**config.mk**
```make
export PLATFORM = sky130hd
export DESIGN_NAME = srtf_tick_scheduler_top
export DESIGN_NICKNAME = d
export VERILOG_FILES = /design/src/sv/srtf_ts_pkg.sv /design/src/sv/srtf_tick_scheduler_top.sv /design/src/sv/srtf_ts_ctrl.sv /design/src/sv/srtf_ts_dp.sv
export SDC_FILE = /design/constraint.sdc
export NUM_CORES = 1
export LEC_CHECK = 0
export BUFFER_PORTS_ARGS = -buffer_cell sky130_fd_sc_hd__buf_2
export CAP_MARGIN = 40
export CORE_MARGIN = 2
export CORE_UTILIZATION = 29
export CTS_CLUSTER_DIAMETER = 80
export DETAILED_ROUTE_END_ITERATION = 12
export PLACE_DENSITY = 0.49
export RECOVER_POWER = 100
export SYNTH_ARGS = -nofsm -noshare
export SYNTH_HDL_FRONTEND = slang
export SYNTH_SLANG_ARGS = --single-unit
```
**constraint.sdc**
```tcl
create_clock -name clk_i -period 8.3 [get_ports clk_i]
set_input_delay 0.415 -clock clk_i [delete_from_list [all_inputs] [get_ports clk_i]]
set_output_delay 0.415 -clock clk_i [all_outputs]
set_load 0.005 [all_outputs]
```
**src/sv/srtf_ts_pkg.sv**
```systemverilog
// Types and constants of the shortest-remaining-time tick scheduler.
// Used by the controller, the datapath and the top level; no dependencies.
package srtf_ts_pkg;

  localparam int TIME_W  = 16;
  localparam int SLOT_W  = 4;
  localparam int BURST_W = 8;
  localparam logic [TIME_W-1:0] TIME_MAX = 16'hFFFF;

  typedef enum logic {
    CMD_LOAD = 1'b0,
    CMD_TICK = 1'b1
  } cmd_e;

  typedef enum logic [1:0] {
    ST_IDLE,
    ST_SCAN,
    ST_DRAIN,
    ST_UPDATE
  } state_e;

  // Commands from the controller to the datapath.
  typedef struct packed {
    logic load;
    logic scan_start;
    logic scan_run;
    logic commit;
  } dp_cmd_t;

  // Status from the datapath to the controller.
  typedef struct packed {
    logic scan_last;
    logic out_free;
  } dp_sts_t;

endpackage

```
**src/sv/srtf_tick_scheduler_top.sv**
```systemverilog
// Top level of the shortest-remaining-time-first tick scheduler.
// Depends on srtf_ts_pkg, srtf_ts_ctrl and srtf_ts_dp.
//
// Input channel (in_valid_i / in_stall_o): a request carries cmd_i and the
// load fields. A load request writes one slot's arrival time and burst and
// restarts time at zero and produces no result. A tick request scans all
// PROCS slots, runs the eligible one with least remaining work (lowest
// slot on ties) and produces one result.
// Output channel (out_valid_o / out_stall_i): one result per tick request.
// A tick passes through the cycle that accepts it, a scan state that reads
// each slot in turn from the slot memory, a drain state that compares the
// last read and an update state that writes back the decrement and loads
// the result register. A new tick is taken only after the update state of
// the last one has finished.
// A held result does not block loads; a further tick waits in its final
// cycle until the result register is free.
// Reset empties every slot and clears time; no clearing pass is needed, as
// a per-slot valid bit marks written slots. While the receiver stalls, the
// result is held unchanged.
module srtf_tick_scheduler_top #(
  parameter int PROCS = 16
) (
  input  logic                                 clk_i,
  input  logic                                 rst_ni,
  input  logic                                 in_valid_i,
  output logic                                 in_stall_o,
  input  logic                                 cmd_i,
  input  logic [srtf_ts_pkg::SLOT_W-1:0]       slot_i,
  input  logic [srtf_ts_pkg::TIME_W-1:0]       arrival_time_i,
  input  logic [srtf_ts_pkg::BURST_W-1:0]      burst_time_i,
  output logic                                 out_valid_o,
  input  logic                                 out_stall_i,
  output logic                                 run_valid_o,
  output logic [srtf_ts_pkg::SLOT_W-1:0]       run_slot_o,
  output logic                                 all_done_o,
  output logic [srtf_ts_pkg::TIME_W-1:0]       tick_time_o
);

  srtf_ts_pkg::dp_cmd_t dp_cmd;
  srtf_ts_pkg::dp_sts_t dp_sts;

  srtf_ts_ctrl u_ctrl (
    .clk_i      (clk_i),
    .rst_ni     (rst_ni),
    .in_valid_i (in_valid_i),
    .cmd_i      (cmd_i),
    .sts_i      (dp_sts),
    .in_stall_o (in_stall_o),
    .cmd_o      (dp_cmd)
  );

  srtf_ts_dp #(
    .PROCS (PROCS)
  ) u_dp (
    .clk_i          (clk_i),
    .rst_ni         (rst_ni),
    .cmd_i          (dp_cmd),
    .slot_i         (slot_i),
    .arrival_time_i (arrival_time_i),
    .burst_time_i   (burst_time_i),
    .out_stall_i    (out_stall_i),
    .sts_o          (dp_sts),
    .out_valid_o    (out_valid_o),
    .run_valid_o    (run_valid_o),
    .run_slot_o     (run_slot_o),
    .all_done_o     (all_done_o),
    .tick_time_o    (tick_time_o)
  );

endmodule

```
**src/sv/srtf_ts_ctrl.sv**
```systemverilog
// Controller state machine of the tick scheduler.
// Depends on srtf_ts_pkg; drives the datapath through dp_cmd_t.
module srtf_ts_ctrl (
  input  logic                 clk_i,
  input  logic                 rst_ni,
  input  logic                 in_valid_i,
  input  logic                 cmd_i,
  input  srtf_ts_pkg::dp_sts_t sts_i,
  output logic                 in_stall_o,
  output srtf_ts_pkg::dp_cmd_t cmd_o
);

  srtf_ts_pkg::state_e state_q, state_d;

  always_ff @(posedge clk_i or negedge rst_ni) begin
    if (!rst_ni) begin
      state_q <= srtf_ts_pkg::ST_IDLE;
    end else begin
      state_q <= state_d;
    end
  end

  always_comb begin
    state_d    = state_q;
    in_stall_o = 1'b1;
    cmd_o      = '0;
    case (state_q)
      srtf_ts_pkg::ST_IDLE: begin
        in_stall_o = 1'b0;
        if (in_valid_i) begin
          if (cmd_i == srtf_ts_pkg::CMD_TICK) begin
            cmd_o.scan_start = 1'b1;
            state_d          = srtf_ts_pkg::ST_SCAN;
          end else begin
            cmd_o.load = 1'b1;
          end
        end
      end
      srtf_ts_pkg::ST_SCAN: begin
        cmd_o.scan_run = 1'b1;
        if (sts_i.scan_last) begin
          state_d = srtf_ts_pkg::ST_DRAIN;
        end
      end
      // The last slot's read data is compared in this cycle.
      srtf_ts_pkg::ST_DRAIN: begin
        state_d = srtf_ts_pkg::ST_UPDATE;
      end
      srtf_ts_pkg::ST_UPDATE: begin
        if (sts_i.out_free) begin
          cmd_o.commit = 1'b1;
          state_d      = srtf_ts_pkg::ST_IDLE;
        end
      end
      default: begin
        state_d = srtf_ts_pkg::ST_IDLE;
      end
    endcase
  end

endmodule

```
**src/sv/srtf_ts_dp.sv**
```systemverilog
// Datapath of the tick scheduler: slot memories, scan unit, time counter
// and result register. Depends on srtf_ts_pkg; commanded by srtf_ts_ctrl.
module srtf_ts_dp #(
  parameter int PROCS = 16
) (
  input  logic                                 clk_i,
  input  logic                                 rst_ni,
  input  srtf_ts_pkg::dp_cmd_t                 cmd_i,
  input  logic [srtf_ts_pkg::SLOT_W-1:0]       slot_i,
  input  logic [srtf_ts_pkg::TIME_W-1:0]       arrival_time_i,
  input  logic [srtf_ts_pkg::BURST_W-1:0]      burst_time_i,
  input  logic                                 out_stall_i,
  output srtf_ts_pkg::dp_sts_t                 sts_o,
  output logic                                 out_valid_o,
  output logic                                 run_valid_o,
  output logic [srtf_ts_pkg::SLOT_W-1:0]       run_slot_o,
  output logic                                 all_done_o,
  output logic [srtf_ts_pkg::TIME_W-1:0]       tick_time_o
);

  localparam int IDX_W   = $clog2(PROCS);
  localparam int SLOT_W  = srtf_ts_pkg::SLOT_W;
  localparam int TIME_W  = srtf_ts_pkg::TIME_W;
  localparam int BURST_W = srtf_ts_pkg::BURST_W;

  logic [TIME_W-1:0]  arr_mem [PROCS];
  logic [BURST_W-1:0] rem_mem [PROCS];
  logic [PROCS-1:0]   vld_q;

  logic [TIME_W-1:0]  time_q;
  logic [IDX_W-1:0]   cnt_q;
  logic [IDX_W-1:0]   rd_idx_q;
  logic               rd_pend_q;
  logic [TIME_W-1:0]  arr_rd_q;
  logic [BURST_W-1:0] rem_rd_q;
  logic               vld_rd_q;

  logic               found_q, done_q;
  logic [IDX_W-1:0]   pick_q;
  logic [BURST_W-1:0] best_q;

  logic               out_valid_q;
  logic               run_valid_q, all_done_q;
  logic [SLOT_W-1:0]  run_slot_q;
  logic [TIME_W-1:0]  tick_time_q;

  logic               in_range;
  logic               load_wr;
  logic               rem_wr;
  logic [IDX_W-1:0]   wr_addr;
  logic [BURST_W-1:0] rem_wr_data;
  logic [BURST_W-1:0] rem_eff;
  logic               take;

  assign in_range    = (32'(slot_i) < PROCS);
  assign load_wr     = cmd_i.load && in_range;
  assign rem_wr      = load_wr || (cmd_i.commit && found_q);
  assign wr_addr     = cmd_i.load ? IDX_W'(slot_i) : pick_q;
  assign rem_wr_data = cmd_i.load ? burst_time_i : (best_q - 8'd1);

  // A slot never written reads as empty.
  assign rem_eff = vld_rd_q ? rem_rd_q : '0;
  assign take    = rd_pend_q && (rem_eff != '0) && (arr_rd_q <= time_q) &&
                   (!found_q || (rem_eff < best_q));

  assign sts_o.scan_last = (cnt_q == IDX_W'(PROCS - 1));
  assign sts_o.out_free  = !out_valid_q || !out_stall_i;

  always_ff @(posedge clk_i) begin
    if (load_wr) begin
      arr_mem[wr_addr] <= arrival_time_i;
    end
    if (rem_wr) begin
      rem_mem[wr_addr] <= rem_wr_data;
    end
    arr_rd_q <= arr_mem[cnt_q];
    rem_rd_q <= rem_mem[cnt_q];
  end

  always_ff @(posedge clk_i or negedge rst_ni) begin
    if (!rst_ni) begin
      vld_q     <= '0;
      vld_rd_q  <= 1'b0;
      time_q    <= '0;
      cnt_q     <= '0;
      rd_idx_q  <= '0;
      rd_pend_q <= 1'b0;
      found_q   <= 1'b0;
      done_q    <= 1'b1;
      pick_q    <= '0;
      best_q    <= '0;
    end else begin
      vld_rd_q  <= vld_q[cnt_q];
      rd_idx_q  <= cnt_q;
      rd_pend_q <= cmd_i.scan_run;
      if (load_wr) begin
        vld_q[wr_addr] <= 1'b1;
      end
      if (cmd_i.load) begin
        time_q <= '0;
      end else if (cmd_i.commit && (time_q != srtf_ts_pkg::TIME_MAX)) begin
        time_q <= time_q + 16'd1;
      end
      if (cmd_i.scan_start) begin
        cnt_q   <= '0;
        found_q <= 1'b0;
        done_q  <= 1'b1;
      end else begin
        if (cmd_i.scan_run) begin
          cnt_q <= cnt_q + IDX_W'(1);
        end
        if (rd_pend_q && (rem_eff != '0)) begin
          done_q <= 1'b0;
        end
        if (take) begin
          found_q <= 1'b1;
          pick_q  <= rd_idx_q;
          best_q  <= rem_eff;
        end
      end
    end
  end

  // Result register: holds a finished tick until the receiver takes it.
  always_ff @(posedge clk_i or negedge rst_ni) begin
    if (!rst_ni) begin
      out_valid_q <= 1'b0;
    end else if (cmd_i.commit) begin
      out_valid_q <= 1'b1;
    end else if (!out_stall_i) begin
      out_valid_q <= 1'b0;
    end
  end

  always_ff @(posedge clk_i) begin
    if (cmd_i.commit) begin
      run_valid_q <= found_q;
      run_slot_q  <= found_q ? SLOT_W'(pick_q) : '0;
      all_done_q  <= done_q;
      tick_time_q <= time_q;
    end
  end

  assign out_valid_o = out_valid_q;
  assign run_valid_o = run_valid_q;
  assign run_slot_o  = run_slot_q;
  assign all_done_o  = all_done_q;
  assign tick_time_o = tick_time_q;

endmodule

```
==> flow_summary.ini <==
[outcome]
status = finished with violations
violations = max-capacitance violations, max-slew violations

[power_and_ir_drop]
p_sw_frac = 0.2952
power_density_nw_per_um2 = 329.7
internal_power_mw = 5.120
p_leak_nw = 7.185
ir_drop_uv = 166.7
p_switching_mw = 2.145
clkPwrFrac = 0.300
p_seq_frac = 0.445
power_mw = 7.264
combinationalPowerShare = 0.256

[sta]
max_freq_mhz = 212.0
rsz0062_at_grt = false
setup_viol = 0
skew_ns = 0.02711
layout_min_cycle_time_ns = 4.718
drv_slew = 264
tightest_slew_ns = 3.290
finalHoldViolCount = 0
slew-limit-headroom = -1.193
fin_crit_sh = 0.5684
fin_tns_setup_ns = 0

[drt]
routedWlPerCell_um = 22.45
vias = 9277
drt_pass1_iterations = 4
final_antenna_net_count = 0
vias_per_cell = 4.695
drt_iter0_drc = 772
wl_mm = 44.36
drt_drc_violations_left = 0

[floorplan]
fp-row-count = 94
dieArea_um2 = 68130
fp.dieH_um = 261.0
initial_utilization = 0.2919
chipWidth_um = 261.0
io_pins = 57
core_area_um2 = 65630

[logic_synthesis]
syn_area_per_cell_um2 = 19.98
synth_top_area_share = 0.6364
yosysWarnings = 0
seq_area_frac_synth = 0.7386
synth-seq-cells = 489
async_flop_share = 0.1207
synthFlopType = edfxtp_1
netlist_area_um2 = 19160
synth.most_common_cell = edfxtp_1
synth_top_cell_by_area = edfxtp_1
syn-num-nets = 1023
yosysUniqueCellTypes = 52
synth_cells = 959
synth_common_cells = edfxtp_1 (406), mux4_2 (125), dfrtp_1 (58)
synth-edff-count = 406
synth_area_leaders = edfxtp_1 (64%), mux4_2 (15%), dfrtp_1 (7.6%), dfxtp_1 (2.5%), ha_1 (2.0%)

[placed_design]
io_buffers = 56
gp_congestion = 0.7484
place_hpwl_mm = 29.58

[clock_tree]
cts_max_level = 2
clk_latency_ns = 0.60
post_cts_resized = 0
cts.clk_slew.worst_paths_ns = 0.06
cts_tree = built
post-cts-setup-buffer-count = 0
cts-root-buf = clkbuf_16
clkSinkCount = 489
clock_path_buffers = 3
cts_buffers = 49

[setup_path]
cp.arrival_ns = 5.16
max_stage_delay_ns = 1.65
cp-end-kind = register
worstPathMaxFanout = 40
required_ns = 8.74
r2r_cells = 4
crit_type = reg2reg
cp_cell_sequence = clkbuf_1, buf_12, mux4_2, mux4_2
critical_path.most_common_cell = mux4_2
crit_path_start_kind = register
reg2reg_from = u_dp.cnt_q[1]
crit-reg2reg-capture = u_dp.arr_rd_q[9]
r2r_slack_ns = 3.58
critPathSlowestCell = clkbuf_1

[grt]
grt_overflow = 0
grt_pass1_vias = 9546
grt_pass1_wl_mm = 65.25
grt_max_degree = 55
antenna_found_initial = 3
grt_usage = 0.1318

[finish]
drive_gt1_frac = 0.2374
num-nets-final = 1135
areaGrowthSynthToFinish_pct = 15.02
antenna_cells = 0

[hold_path]
hold_depth = 2
min_to = u_dp.out_valid_o
holdCritPathClass = in2reg
hold_start = out_stall_i

[run]
maxCapViolCount = 7
==> through the flow <==
step	instance area, µm²	hold slack [ns]	cells	util	setup WS [ns]
finish	22030	0.06558	1976	0.3357	3.582
CTS	22460	0.06407	1976	0.3422	5.083
global route	22030	0.05114	1976	0.3357	3.083
floorplan	19160	0.1194	959	-	5.475
detailed placement	20880	0.3265	1883	0.3181	5.124
global placement	20530	0.4374	1860	0.3129	4.986
==> power by group through the flow <==
stage	clock network, mW	logic (mW)	registers (mW)
6_report	2.18	1.86	3.23
5_1_grt	2.34	2.02	3.27
4_1_cts	2.24	1.94	3.23
3_5_place_dp	0	1.94	3.28
3_3_place_gp	0	1.88	3.30
2_1_floorplan	0	1.29	3.16
==> critical path: cells and delay by family, from the launching register on <==
kind / cells / cell delay (ns)
buffers and inverters: 2 / 1.97
flip-flops: 1 / 1.60
multiplexers: 2 / 0.92
==> layer usage <==
metal | GRT usage | wire (µm) | up-vias
met2 | 0.2037 | 20570 | 272
met1 | 0.1834 | 19660 | 4853
li1 | - | - | 4081
met3 | 0.03242 | 3012 | 69
met5 | 0 | 11 | -
met4 | 0.04182 | 1107 | 2
==> final cells by class <==
| class | instances | area, µm² |
|---|---|---|
| clock inverter | 39 | 330.3 |
| clock buffer | 53 | 1241 |
| tap | 864 | 1081 |
| multi-input combinational | 404 | 4678 |
| sequential | 489 | 14150 |
| fill | 6265 | 43590 |
| timing repair buffer | 95 | 429.2 |
| inverter | 32 | 120.1 |
==> flip-flops by register name (all words and copies together), names as in the netlist, 8 cells and up <==
name              flops
u_dp.arr_rd_q        16
u_dp.best_q           8
u_dp.arr_mem        256
u_dp.tick_time_o     16
u_dp.time_q          16
u_dp.rem_rd_q         8
u_dp.rem_mem        128
u_dp.vld_q           16
==> cells in the final DEF, fill, tap and decap left out, types with 5 or more instances in the layout <==
cell / instances
a21oi_1: 14
a31oi_1: 8
and2_2: 7
buf_2: 24
bufinv_16: 5
clkbuf_1: 71
clkbuf_16: 49
clkinv_1: 14
clkinv_2: 15
dfrtp_1: 57
dfxtp_1: 24
edfxtp_1: 406
ha_1: 31
inv_1: 32
mux2_2: 6
mux4_2: 125
nand2_1: 27
nand3_1: 16
nand4_1: 12
nor2_1: 56
nor3_1: 6
o21ai_0: 12
or2_2: 16
xnor2_1: 19
==> worst max path at each step <==
stage / startpoint / end / slack (ns)
2_1_floorplan: u_ctrl.state_q[0] / u_dp.arr_mem[10][0] / 5.48
3_3_place_gp: u_ctrl.state_q[0] / u_dp.arr_mem[4][5] / 4.99
3_5_place_dp: u_ctrl.state_q[0] / u_dp.arr_mem[4][5] / 5.12
4_1_cts: u_ctrl.state_q[0] / u_dp.arr_mem[5][14] / 5.08
5_1_grt: u_dp.cnt_q[0] / u_dp.rem_rd_q[6] / 3.08
6_report: u_dp.cnt_q[1] / u_dp.arr_rd_q[9] / 3.58
==> kinds of logic after synthesis <==
| logic type | Yosys count | share of synthesized area |
|---|---|---|
| adder cells (fa/ha/maj) | 31 | 0.02025 |
| AND/OR/NAND/NOR | 162 | 0.04213 |
| AO/OA/AOI/OAI | 50 | 0.01777 |
| flip-flops | 489 | 0.7386 |
| multiplexers | 139 | 0.1568 |
| XOR/XNOR | 22 | 0.01006 |
| buffers and inverters | 66 | 0.01443 |
==> repair_timing <==
action                                 in CTS  in global routing
hold buffers                                1                  0
setup endpoints to repair                   0                  0
endpoints found under the hold margin      58                  0
Power figures use the tool's default switching activity.
